### src/hdl/tda_pkg.sv
// Types, codes and constants of the time of day adjust block.
package tda_pkg;

  typedef struct packed {
    logic [2:0]  op;
    logic [31:0] amount;
    logic [7:0]  load_hours;
    logic [7:0]  load_minutes;
    logic [7:0]  load_seconds;
  } in_item_t;

  typedef struct packed {
    logic [4:0]  cur_hours;
    logic [5:0]  cur_minutes;
    logic [5:0]  cur_seconds;
    logic [16:0] day_seconds;
    logic [2:0]  status;
  } out_item_t;

  localparam logic [2:0] OP_LOAD    = 3'd0;
  localparam logic [2:0] OP_ADD_SEC = 3'd1;
  localparam logic [2:0] OP_ADD_MIN = 3'd2;
  localparam logic [2:0] OP_ADD_HR  = 3'd3;
  localparam logic [2:0] OP_SUB_SEC = 3'd4;
  localparam logic [2:0] OP_SUB_MIN = 3'd5;
  localparam logic [2:0] OP_SUB_HR  = 3'd6;

  localparam logic [2:0] ST_OK          = 3'd0;
  localparam logic [2:0] ST_BAD_HOURS   = 3'd1;
  localparam logic [2:0] ST_BAD_MINUTES = 3'd2;
  localparam logic [2:0] ST_BAD_SECONDS = 3'd3;
  localparam logic [2:0] ST_ZERO_AMOUNT = 3'd4;

  localparam logic [7:0] LOAD_HOURS_LIMIT = 8'd24;
  localparam logic [7:0] LOAD_UNIT_LIMIT  = 8'd60;

  localparam logic [5:0]  SECS_PER_MIN    = 6'd60;
  localparam logic [5:0]  MINS_PER_HOUR   = 6'd60;
  localparam logic [4:0]  HOURS_PER_DAY   = 5'd24;
  localparam logic [16:0] DAY_SECS_PER_MIN  = 17'd60;
  localparam logic [16:0] DAY_SECS_PER_HOUR = 17'd3600;

  // ceil(2^34 / 15) and ceil(2^31 / 3): exact quotients for 30 and 29 bit dividends.
  localparam logic [30:0] RECIP_15 = 31'd1145324613;
  localparam logic [29:0] RECIP_3  = 30'd715827883;

  typedef enum logic [1:0] {
    KIND_HOLD = 2'd0,
    KIND_LOAD = 2'd1,
    KIND_ADD  = 2'd2
  } kind_t;

  typedef enum logic [1:0] {
    UNIT_SEC = 2'd0,
    UNIT_MIN = 2'd1,
    UNIT_HR  = 2'd2
  } unit_t;

  typedef struct packed {
    kind_t      kind;
    unit_t      unit;
    logic       sub;
    logic [2:0] status;
    logic [4:0] ld_h;
    logic [5:0] ld_m;
    logic [5:0] ld_s;
  } ctx_t;

  typedef struct packed {
    kind_t      kind;
    logic [4:0] dh;
    logic [5:0] dm;
    logic [5:0] ds;
    logic [2:0] status;
  } step_t;

endpackage

### src/hdl/time_of_day_adjust.sv
// Top level of the time of day adjust block.
// A beat passes the input register, the split stages and the result stage, where
// the time registers update; the rate is one beat per cycle while out_stall is low.
// Synchronous active-low reset clears the time to midnight and empties the pipeline.
// Payload registers are not reset.
module time_of_day_adjust
  import tda_pkg::*;
(
  input  logic      clk,
  input  logic      rst_n,
  input  logic      in_valid,
  output logic      in_stall,
  input  in_item_t  in_data,
  output logic      out_valid,
  input  logic      out_stall,
  output out_item_t out_data
);

  logic  in_ready;
  logic  step_valid;
  logic  step_ready;
  step_t step;

  assign in_stall = !in_ready;

  tda_split u_split (
    .clk        (clk),
    .rst_n      (rst_n),
    .in_valid   (in_valid),
    .in_data    (in_data),
    .in_ready   (in_ready),
    .step_valid (step_valid),
    .step       (step),
    .step_ready (step_ready)
  );

  tda_clock u_clock (
    .clk        (clk),
    .rst_n      (rst_n),
    .step_valid (step_valid),
    .step       (step),
    .step_ready (step_ready),
    .out_valid  (out_valid),
    .out_data   (out_data),
    .out_stall  (out_stall)
  );

endmodule

### src/hdl/tda_split.sv
// Input register and pipeline that turns a command into an hours, minutes, seconds step.
module tda_split
  import tda_pkg::*;
(
  input  logic     clk,
  input  logic     rst_n,
  input  logic     in_valid,
  input  in_item_t in_data,
  output logic     in_ready,
  output logic     step_valid,
  output step_t    step,
  input  logic     step_ready
);

  in_item_t    in_r;
  logic        in_vld_r;

  ctx_t        a_ctx_r;
  logic [26:0] a_q_r;
  logic [5:0]  a_lo_r;
  logic [31:0] a_amt_r;
  logic        a_vld_r;

  ctx_t        b_ctx_r;
  logic [5:0]  b_s_r;
  logic [26:0] b_q_r;
  logic [5:0]  b_lo_r;
  logic [31:0] b_amt_r;
  logic        b_vld_r;

  ctx_t        c_ctx_r;
  logic [5:0]  c_s_r;
  logic [5:0]  c_m_r;
  logic [27:0] c_q_r;
  logic [4:0]  c_lo_r;
  logic        c_vld_r;

  step_t       d_step_r;
  logic        d_vld_r;

  logic        i_rdy;
  logic        a_rdy;
  logic        b_rdy;
  logic        c_rdy;
  logic        d_rdy;

  ctx_t        a_ctx_nxt;
  logic [60:0] a_prod;
  logic [31:0] b_n;
  logic [5:0]  b_s_nxt;
  logic [60:0] b_prod;
  logic [31:0] c_n;
  logic [5:0]  c_m_nxt;
  logic [58:0] c_prod;
  logic [4:0]  d_h;
  logic [5:0]  neg_s;
  logic [6:0]  neg_tm;
  logic [5:0]  neg_m;
  logic [5:0]  neg_th;
  logic [4:0]  neg_h;
  step_t       d_step_nxt;

  assign d_rdy = !d_vld_r || step_ready;
  assign c_rdy = !c_vld_r || d_rdy;
  assign b_rdy = !b_vld_r || c_rdy;
  assign a_rdy = !a_vld_r || b_rdy;
  assign i_rdy = !in_vld_r || a_rdy;

  assign in_ready   = i_rdy;
  assign step_valid = d_vld_r;
  assign step       = d_step_r;

  // Decode the command, check load fields and turn a zero amount into a hold.
  always_comb begin
    a_ctx_nxt.kind   = KIND_HOLD;
    a_ctx_nxt.unit   = UNIT_SEC;
    a_ctx_nxt.sub    = (in_r.op >= OP_SUB_SEC);
    a_ctx_nxt.status = ST_OK;
    a_ctx_nxt.ld_h   = '0;
    a_ctx_nxt.ld_m   = '0;
    a_ctx_nxt.ld_s   = '0;
    unique case (in_r.op) inside
      OP_LOAD: begin
        a_ctx_nxt.kind = KIND_LOAD;
        if (in_r.load_hours >= LOAD_HOURS_LIMIT) begin
          a_ctx_nxt.status = ST_BAD_HOURS;
        end else if (in_r.load_minutes >= LOAD_UNIT_LIMIT) begin
          a_ctx_nxt.status = ST_BAD_MINUTES;
        end else if (in_r.load_seconds >= LOAD_UNIT_LIMIT) begin
          a_ctx_nxt.status = ST_BAD_SECONDS;
        end else begin
          a_ctx_nxt.ld_h = in_r.load_hours[4:0];
          a_ctx_nxt.ld_m = in_r.load_minutes[5:0];
          a_ctx_nxt.ld_s = in_r.load_seconds[5:0];
        end
      end
      OP_ADD_SEC, OP_SUB_SEC: begin
        a_ctx_nxt.unit = UNIT_SEC;
        a_ctx_nxt.kind = KIND_ADD;
      end
      OP_ADD_MIN, OP_SUB_MIN: begin
        a_ctx_nxt.unit = UNIT_MIN;
        a_ctx_nxt.kind = KIND_ADD;
      end
      OP_ADD_HR, OP_SUB_HR: begin
        a_ctx_nxt.unit = UNIT_HR;
        a_ctx_nxt.kind = KIND_ADD;
      end
      default: begin
        a_ctx_nxt.kind = KIND_HOLD;
      end
    endcase
    if (a_ctx_nxt.kind == KIND_ADD && in_r.amount == '0) begin
      a_ctx_nxt.kind   = KIND_HOLD;
      a_ctx_nxt.status = ST_ZERO_AMOUNT;
    end
  end

  // Seconds are split by 60, 60 and 24, minutes by 60 and 24, hours by 24; each quotient
  // comes from a reciprocal product and each remainder from the low bits alone.
  assign a_prod = 61'(in_r.amount[31:2]) * 61'(RECIP_15);

  always_comb begin
    if (a_ctx_r.unit == UNIT_SEC) begin
      b_n     = {5'd0, a_q_r};
      b_s_nxt = 6'(a_lo_r + {a_q_r[3:0], 2'b00});
    end else begin
      b_n     = a_amt_r;
      b_s_nxt = '0;
    end
  end

  assign b_prod = 61'(b_n[31:2]) * 61'(RECIP_15);

  always_comb begin
    if (b_ctx_r.unit == UNIT_HR) begin
      c_n     = b_amt_r;
      c_m_nxt = '0;
    end else begin
      c_n     = {5'd0, b_q_r};
      c_m_nxt = 6'(b_lo_r + {b_q_r[3:0], 2'b00});
    end
  end

  assign c_prod = 59'(c_n[31:3]) * 59'(RECIP_3);

  // A subtraction becomes an addition of the step's complement within one day.
  always_comb begin
    d_h    = 5'(c_lo_r + {c_q_r[1:0], 3'b000});
    neg_s  = (c_s_r == '0) ? 6'd0 : 6'(SECS_PER_MIN - c_s_r);
    neg_tm = 7'(c_m_r) + 7'(c_s_r != '0);
    neg_m  = (neg_tm == '0) ? 6'd0 : 6'(7'(MINS_PER_HOUR) - neg_tm);
    neg_th = 6'(d_h) + 6'(neg_tm != '0);
    neg_h  = (neg_th == '0) ? 5'd0 : 5'(6'(HOURS_PER_DAY) - neg_th);

    d_step_nxt.kind   = c_ctx_r.kind;
    d_step_nxt.status = c_ctx_r.status;
    if (c_ctx_r.kind == KIND_LOAD) begin
      d_step_nxt.dh = c_ctx_r.ld_h;
      d_step_nxt.dm = c_ctx_r.ld_m;
      d_step_nxt.ds = c_ctx_r.ld_s;
    end else if (c_ctx_r.sub) begin
      d_step_nxt.dh = neg_h;
      d_step_nxt.dm = neg_m;
      d_step_nxt.ds = neg_s;
    end else begin
      d_step_nxt.dh = d_h;
      d_step_nxt.dm = c_m_r;
      d_step_nxt.ds = c_s_r;
    end
  end

  always_ff @(posedge clk) begin
    if (!rst_n) begin
      in_vld_r <= 1'b0;
      a_vld_r  <= 1'b0;
      b_vld_r  <= 1'b0;
      c_vld_r  <= 1'b0;
      d_vld_r  <= 1'b0;
    end else begin
      if (i_rdy) begin
        in_vld_r <= in_valid;
      end
      if (a_rdy) begin
        a_vld_r <= in_vld_r;
      end
      if (b_rdy) begin
        b_vld_r <= a_vld_r;
      end
      if (c_rdy) begin
        c_vld_r <= b_vld_r;
      end
      if (d_rdy) begin
        d_vld_r <= c_vld_r;
      end
    end
  end

  always_ff @(posedge clk) begin
    if (i_rdy && in_valid) begin
      in_r <= in_data;
    end
    if (a_rdy && in_vld_r) begin
      a_ctx_r <= a_ctx_nxt;
      a_q_r   <= a_prod[60:34];
      a_lo_r  <= in_r.amount[5:0];
      a_amt_r <= in_r.amount;
    end
    if (b_rdy && a_vld_r) begin
      b_ctx_r <= a_ctx_r;
      b_s_r   <= b_s_nxt;
      b_q_r   <= b_prod[60:34];
      b_lo_r  <= b_n[5:0];
      b_amt_r <= a_amt_r;
    end
    if (c_rdy && b_vld_r) begin
      c_ctx_r <= b_ctx_r;
      c_s_r   <= b_s_r;
      c_m_r   <= c_m_nxt;
      c_q_r   <= c_prod[58:31];
      c_lo_r  <= c_n[4:0];
    end
    if (d_rdy && c_vld_r) begin
      d_step_r <= d_step_nxt;
    end
  end

endmodule

### src/hdl/tda_clock.sv
// Time of day registers, carry into higher units and the result register.
module tda_clock
  import tda_pkg::*;
(
  input  logic      clk,
  input  logic      rst_n,
  input  logic      step_valid,
  input  step_t     step,
  output logic      step_ready,
  output logic      out_valid,
  output out_item_t out_data,
  input  logic      out_stall
);

  logic [4:0] hr_r;
  logic [5:0] min_r;
  logic [5:0] sec_r;
  logic       out_vld_r;
  out_item_t  out_r;

  logic [4:0]  hr_nxt;
  logic [5:0]  min_nxt;
  logic [5:0]  sec_nxt;
  out_item_t   out_nxt;
  logic [6:0]  s_sum;
  logic [6:0]  m_sum;
  logic [5:0]  h_sum;
  logic        s_carry;
  logic        m_carry;
  logic [5:0]  s_wrap;
  logic [5:0]  m_wrap;
  logic [4:0]  h_wrap;
  logic        take;

  assign step_ready = !out_vld_r || !out_stall;
  assign take       = step_valid && step_ready;
  assign out_valid  = out_vld_r;
  assign out_data   = out_r;

  always_comb begin
    s_sum   = 7'(sec_r) + 7'(step.ds);
    s_carry = (s_sum >= 7'(SECS_PER_MIN));
    s_wrap  = s_carry ? 6'(s_sum - 7'(SECS_PER_MIN)) : s_sum[5:0];
    m_sum   = 7'(min_r) + 7'(step.dm) + 7'(s_carry);
    m_carry = (m_sum >= 7'(MINS_PER_HOUR));
    m_wrap  = m_carry ? 6'(m_sum - 7'(MINS_PER_HOUR)) : m_sum[5:0];
    h_sum   = 6'(hr_r) + 6'(step.dh) + 6'(m_carry);
    h_wrap  = (h_sum >= 6'(HOURS_PER_DAY)) ? 5'(h_sum - 6'(HOURS_PER_DAY)) : h_sum[4:0];

    unique case (step.kind)
      KIND_ADD: begin
        hr_nxt  = h_wrap;
        min_nxt = m_wrap;
        sec_nxt = s_wrap;
      end
      KIND_LOAD: begin
        hr_nxt  = step.dh;
        min_nxt = step.dm;
        sec_nxt = step.ds;
      end
      default: begin
        hr_nxt  = hr_r;
        min_nxt = min_r;
        sec_nxt = sec_r;
      end
    endcase

    out_nxt.cur_hours   = hr_nxt;
    out_nxt.cur_minutes = min_nxt;
    out_nxt.cur_seconds = sec_nxt;
    out_nxt.day_seconds = 17'(17'(hr_nxt) * DAY_SECS_PER_HOUR)
                        + 17'(17'(min_nxt) * DAY_SECS_PER_MIN)
                        + 17'(sec_nxt);
    out_nxt.status      = step.status;
  end

  always_ff @(posedge clk) begin
    if (!rst_n) begin
      hr_r      <= '0;
      min_r     <= '0;
      sec_r     <= '0;
      out_vld_r <= 1'b0;
    end else begin
      if (take) begin
        hr_r      <= hr_nxt;
        min_r     <= min_nxt;
        sec_r     <= sec_nxt;
        out_vld_r <= 1'b1;
      end else if (!out_stall) begin
        out_vld_r <= 1'b0;
      end
    end
  end

  always_ff @(posedge clk) begin
    if (take) begin
      out_r <= out_nxt;
    end
  end

endmodule

### config.mk
export PLATFORM = sky130hd
export DESIGN_NAME = time_of_day_adjust
export DESIGN_NICKNAME = d
export VERILOG_FILES = /design/src/hdl/tda_pkg.sv /design/src/hdl/time_of_day_adjust.sv /design/src/hdl/tda_split.sv /design/src/hdl/tda_clock.sv
export SDC_FILE = /design/constraint.sdc
export NUM_CORES = 2
export LEC_CHECK = 0
export BUFFER_PORTS_ARGS = -buffer_cell sky130_fd_sc_hd__buf_2
export CAP_MARGIN = 40
export CORE_AREA = 2 2 267 269
export CTS_BUF_LIST = sky130_fd_sc_hd__clkbuf_4
export CTS_CLUSTER_SIZE = 14
export DETAILED_ROUTE_END_ITERATION = 12
export DIE_AREA = 0 0 269 271
export GPL_ROUTABILITY_DRIVEN = 1
export GPL_TIMING_DRIVEN = 0
export PLACE_DENSITY = 0.73
export SLEW_MARGIN = 10
export SYNTH_ARGS = -nofsm -noshare
export SYNTH_HDL_FRONTEND = slang
export SYNTH_SLANG_ARGS = --single-unit
### constraint.sdc
create_clock -name clk -period 8.8 [get_ports clk]
set_input_delay 0.88 -clock clk [delete_from_list [all_inputs] [get_ports clk]]
set_output_delay 0.88 -clock clk [all_outputs]
set_load 0.01 [all_outputs]
==> summary.txt <==
Status
  – Run status: completed

Global route
  – Maximum number of pins on one net before global-route repair: 35
  – Via count of the first global-routing pass: 25500
  – Met2 Usage GRT: 38.4%
  – Gr usage total: 22.7%
  – Met1 Track Usage GR: 29.5%
  – GRT Max-Usage Layer: met2
  – Met3 GRT Util: 3.81%
  – Remaining global-route overflow: 0
  – Global-route wire length before repair: 129 mm
  – Initial antenna violation count: 7

Setup path
  – Worst-case register-to-register setup slack: 0.31 ns
  – Reg-to-reg endpoint: u_clock.out_data[19]
  – Delay of the slowest critical-path stage: 0.53 ns
  – Data required, critical path: 9.36 ns
  – Worst R2R Path Depth: 41
  – R2R Path Start: u_split.step[3]
  – Most frequent CP cell: sky130_fd_sc_hd__inv_1
  – Crit Path Category: flop to flop
  – Critical-path maximum fanout: 6
  – Capturing element type of the critical path: flop
  – CP startpoint kind: flop
  – Slowest stage cell on the critical path: sky130_fd_sc_hd__fa_1
  – Worst path arrival time: 9.05 ns

Cells and area
  – Fill cell instance count of the final layout: 5700
  – Register area: 0.0106 mm2
  – Final standard cell count with taps included and fillers excluded: 4538
  – Most frequent cells in the layout: sky130_fd_sc_hd__ha_1 (779), sky130_fd_sc_hd__inv_1 (699), sky130_fd_sc_hd__fa_1 (407)
  – Most common library cell in the layout ignoring fill and taps: sky130_fd_sc_hd__ha_1
  – Net total in the final layout: 4780
  – Share of the core filled with cells: 59.6%
  – Share of post-route cells with drive strength above 1: 11.1%
  – Area taken by multi-input logic gates: 0.0250 mm2
  – P&R area growth vs syn: 9.31%

CTS
  – Number of H-tree levels: 3
  – Clk sink count: 361
  – CTS tree: yes
  – Clock transition at the registers of the reported paths: 0.07 ns
  – Inserted Clock Buffers: 90
  – CTS root buf: sky130_fd_sc_hd__clkbuf_4
  – Clk Latency, worst-skew pair: 0.81 ns
  – Hold-fix buffers, CTS: 0
  – Maximum number of buffers from clock root to sink: 3

Synth
  – Asr flop ratio synth: 0%
  – Nets in the synthesized netlist: 4558
  – Share of the yosys chip area belonging to registers: 27.9%
  – Cell Area, Synth: 0.0381 mm2
  – Count of flip-flops with a built-in enable after synthesis: 338
  – Synth Warn #: 0
  – Unique masters post-synth: 84
  – Mean cell area of the mapped netlist: 11.5 um2
  – #FFs+latches synth: 361
  – Instance count of the mapped netlist: 3302
  – Most instantiated flip-flop cell in the synthesis netlist: sky130_fd_sc_hd__edfxtp_1

Drt
  – Via-to-Cell Ratio: 5.34
  – Count of antenna-violating nets left after detailed routing: 0
  – Number of iterations in the first detailed-routing pass: 5
  – Total wire length after detailed routing: 79.5 mm
  – Iteration-0 DRC Markers: 1196
  – Total DRC errors in the routed layout: 0
  – Vias: 24300
  – Avg WL per Cell: 17.5 um

Die
  – Die area: 0.0729 mm2
  – Die boundary height: 271 um
  – Rows: 97
  – Area of the placeable core: 0.0698 mm2
  – Top-Level Pins: 102
  – Starting density of the core: 54.5%
  – Chip Width: 269 um

Placed design
  – Placer Congestion: 0.917
  – HPWL reported at the end of detailed placement: 66.5 mm
  – Number of placed instances with taps included: 4359
  – I/O Buffers: 101

STA
  – Number of failing setup endpoints in the final timing report: 0
  – Fin crit period: 8.49 ns
  – Relative slew margins: 43.1%
  – Setup skew after layout: 0.0562 ns
  – Final Max Tran Viols: 0
  – Final number of hold-violating endpoints: 0
  – Final clock period utilization by the worst path: 96.4%
  – Setup repair after global routing missed its margin: yes
  – Worst-Margin Slew: 0.852 ns
  – Highest clock frequency the design can meet: 118 MHz

Hold path
  – Worst min-delay path class: input port to flop
  – Start point of the worst min-delay path: in_data[0]
  – Count of cells along the worst hold path: 1
  – End point of the most critical hold path: u_split.in_r[0]

Run
  – Max-cap check violation count: 0
## cell usage after synthesis, types with 5 or more instances
cell,number,area [um2]
sky130_fd_sc_hd__mux2i_1,14,140
sky130_fd_sc_hd__dfxtp_1,23,460
sky130_fd_sc_hd__o31ai_1,5,37.5
sky130_fd_sc_hd__a2111oi_0,7,61.3
sky130_fd_sc_hd__or2_2,5,31.3
sky130_fd_sc_hd__a221oi_1,6,52.6
sky130_fd_sc_hd__a31oi_1,14,87.6
sky130_fd_sc_hd__clkbuf_1,32,120
sky130_fd_sc_hd__nand2b_1,13,81.3
sky130_fd_sc_hd__o211ai_1,6,45.0
sky130_fd_sc_hd__a211oi_1,5,37.5
sky130_fd_sc_hd__and3_1,12,75.1
sky130_fd_sc_hd__xor2_1,30,263
sky130_fd_sc_hd__a21boi_0,13,97.6
sky130_fd_sc_hd__and4_1,7,61.3
sky130_fd_sc_hd__fa_1,412,8250
sky130_fd_sc_hd__nand3_1,30,150
sky130_fd_sc_hd__mux2_2,47,529
sky130_fd_sc_hd__nand3b_1,5,37.5
sky130_fd_sc_hd__xnor2_1,83,727
sky130_fd_sc_hd__edfxtp_1,338,10100
sky130_fd_sc_hd__o21a_1,24,180
sky130_fd_sc_hd__nor2_1,55,206
sky130_fd_sc_hd__a22oi_1,5,37.5
sky130_fd_sc_hd__o21ai_0,79,395
sky130_fd_sc_hd__nor2b_1,33,206
sky130_fd_sc_hd__a21oi_1,136,681
sky130_fd_sc_hd__and2_1,32,200
sky130_fd_sc_hd__inv_1,700,2630
sky130_fd_sc_hd__nand4_1,30,188
sky130_fd_sc_hd__nor3b_1,6,45.0
sky130_fd_sc_hd__a221o_1,6,60.1
sky130_fd_sc_hd__a21o_1,65,488
sky130_fd_sc_hd__nor4_1,12,75.1
sky130_fd_sc_hd__nor3_1,31,155
sky130_fd_sc_hd__nand2_1,104,390
sky130_fd_sc_hd__o21bai_1,16,120
sky130_fd_sc_hd__ha_1,781,9770
## layer usage
| metal | share of wire [%] | up-vias |
|---|---|---|
| li1 | - | 11800 |
| met1 | 43 | 11800 |
| met2 | 49 | 556 |
| met3 | 5.1 | 155 |
| met4 | 3.1 | 2 |
| met5 | 0.021 | - |
## cell families after synthesis
logic type	share of synthesized area [%]
and+or+nand+nor	5.40
buffers and inverters	7.30
muxes	1.76
DFF	27.9
adders and majority gates	47.4
AOI/OAI and AO/OA	7.68
xor gates and xnor gates	2.60
## state kept, by name, indices dropped and copies added, names as in the netlist, 2 cells and up
name / cells
u_split.b_s_r: 6
u_split.a_amt_r: 32
u_split.a_q_r: 27
u_split.b_ctx_r: 25
u_clock.sec_r: 6
u_split.a_ctx_r: 25
u_split.in_r: 59
u_split.c_q_r: 2
u_split.c_ctx_r: 23
u_split.b_q_r: 27
u_clock.min_r: 6
u_split.b_lo_r: 6
u_split.c_m_r: 6
u_clock.out_data: 35
u_split.c_s_r: 6
u_split.step: 22
u_split.c_lo_r: 5
u_split.b_amt_r: 32
u_clock.hr_r: 5
## per-stage QoR
| step | setup slack [ns] | instance area, um2 | TNS [ns] | hold WS (ns) |
|---|---|---|---|---|
| floorplan | 0.339 | 38100 | 0 | 0.400 |
| global placement | -1.57 | 39700 | -134.16 | 0.401 |
| detailed placement | -1.06 | 40000 | -5.38 | 0.405 |
| CTS | 0.00691 | 41300 | 0 | 0.155 |
| global route | -0.169 | 41600 | -0.469 | 0.173 |
| finish | 0.315 | 41600 | 0 | 0.248 |
## cell type report
| cell class | count | area share, % |
|---|---|---|
| antenna | 3 | 0.0180 |
| buffer | 37 | 0.385 |
| clock buffer | 127 | 2.29 |
| clock inverter | 36 | 0.568 |
| inverter | 701 | 6.32 |
| multi-input combinational | 2203 | 60.0 |
| sequential | 361 | 25.5 |
| tap | 940 | 2.83 |
| timing repair buffer | 130 | 2.05 |
## critical path, delay by kind of cell (launching register included)
kind / cells / cell delay, ns
adder cells (fa/ha/maj): 10 / 3.23
AO/OA/AOI/OAI: 14 / 2.50
AND/OR/NAND/NOR: 8 / 1.35
buffers and inverters: 7 / 0.57
flip-flops: 1 / 0.39
XOR/XNOR: 2 / 0.21
## worst max-delay path by stage
| stage | start | end | slack (ns) | cells after the start |
|---|---|---|---|---|
| 2_1_floorplan | u_split.step[3] | u_clock.out_data[17] | 0.34 | 39 |
| 3_3_place_gp | u_split.b_ctx_r[21] | u_split.c_q_r[1] | -1.57 | 25 |
| 3_5_place_dp | u_split.b_ctx_r[21] | u_split.c_q_r[1] | -1.06 | 25 |
| 4_1_cts | u_split.step[3] | u_clock.out_data[17] | 0.007 | 40 |
| 5_1_grt | u_split.step[3] | u_clock.out_data[17] | -0.17 | 41 |
| 6_report | u_split.step[3] | u_clock.out_data[19] | 0.31 | 41 |
## timing repair
item / CTS / global route
endpoints found under the setup margin: 8 / 16
resized for setup: 16 / 52
setup buffers: 3 / 10
pin swaps: 3 / 14
hold endpoints to repair: 0 / 0
Power is left out: the tool's default activity adds up to more than one toggle a clock period on the data nets, which glitch-free logic cannot reach.
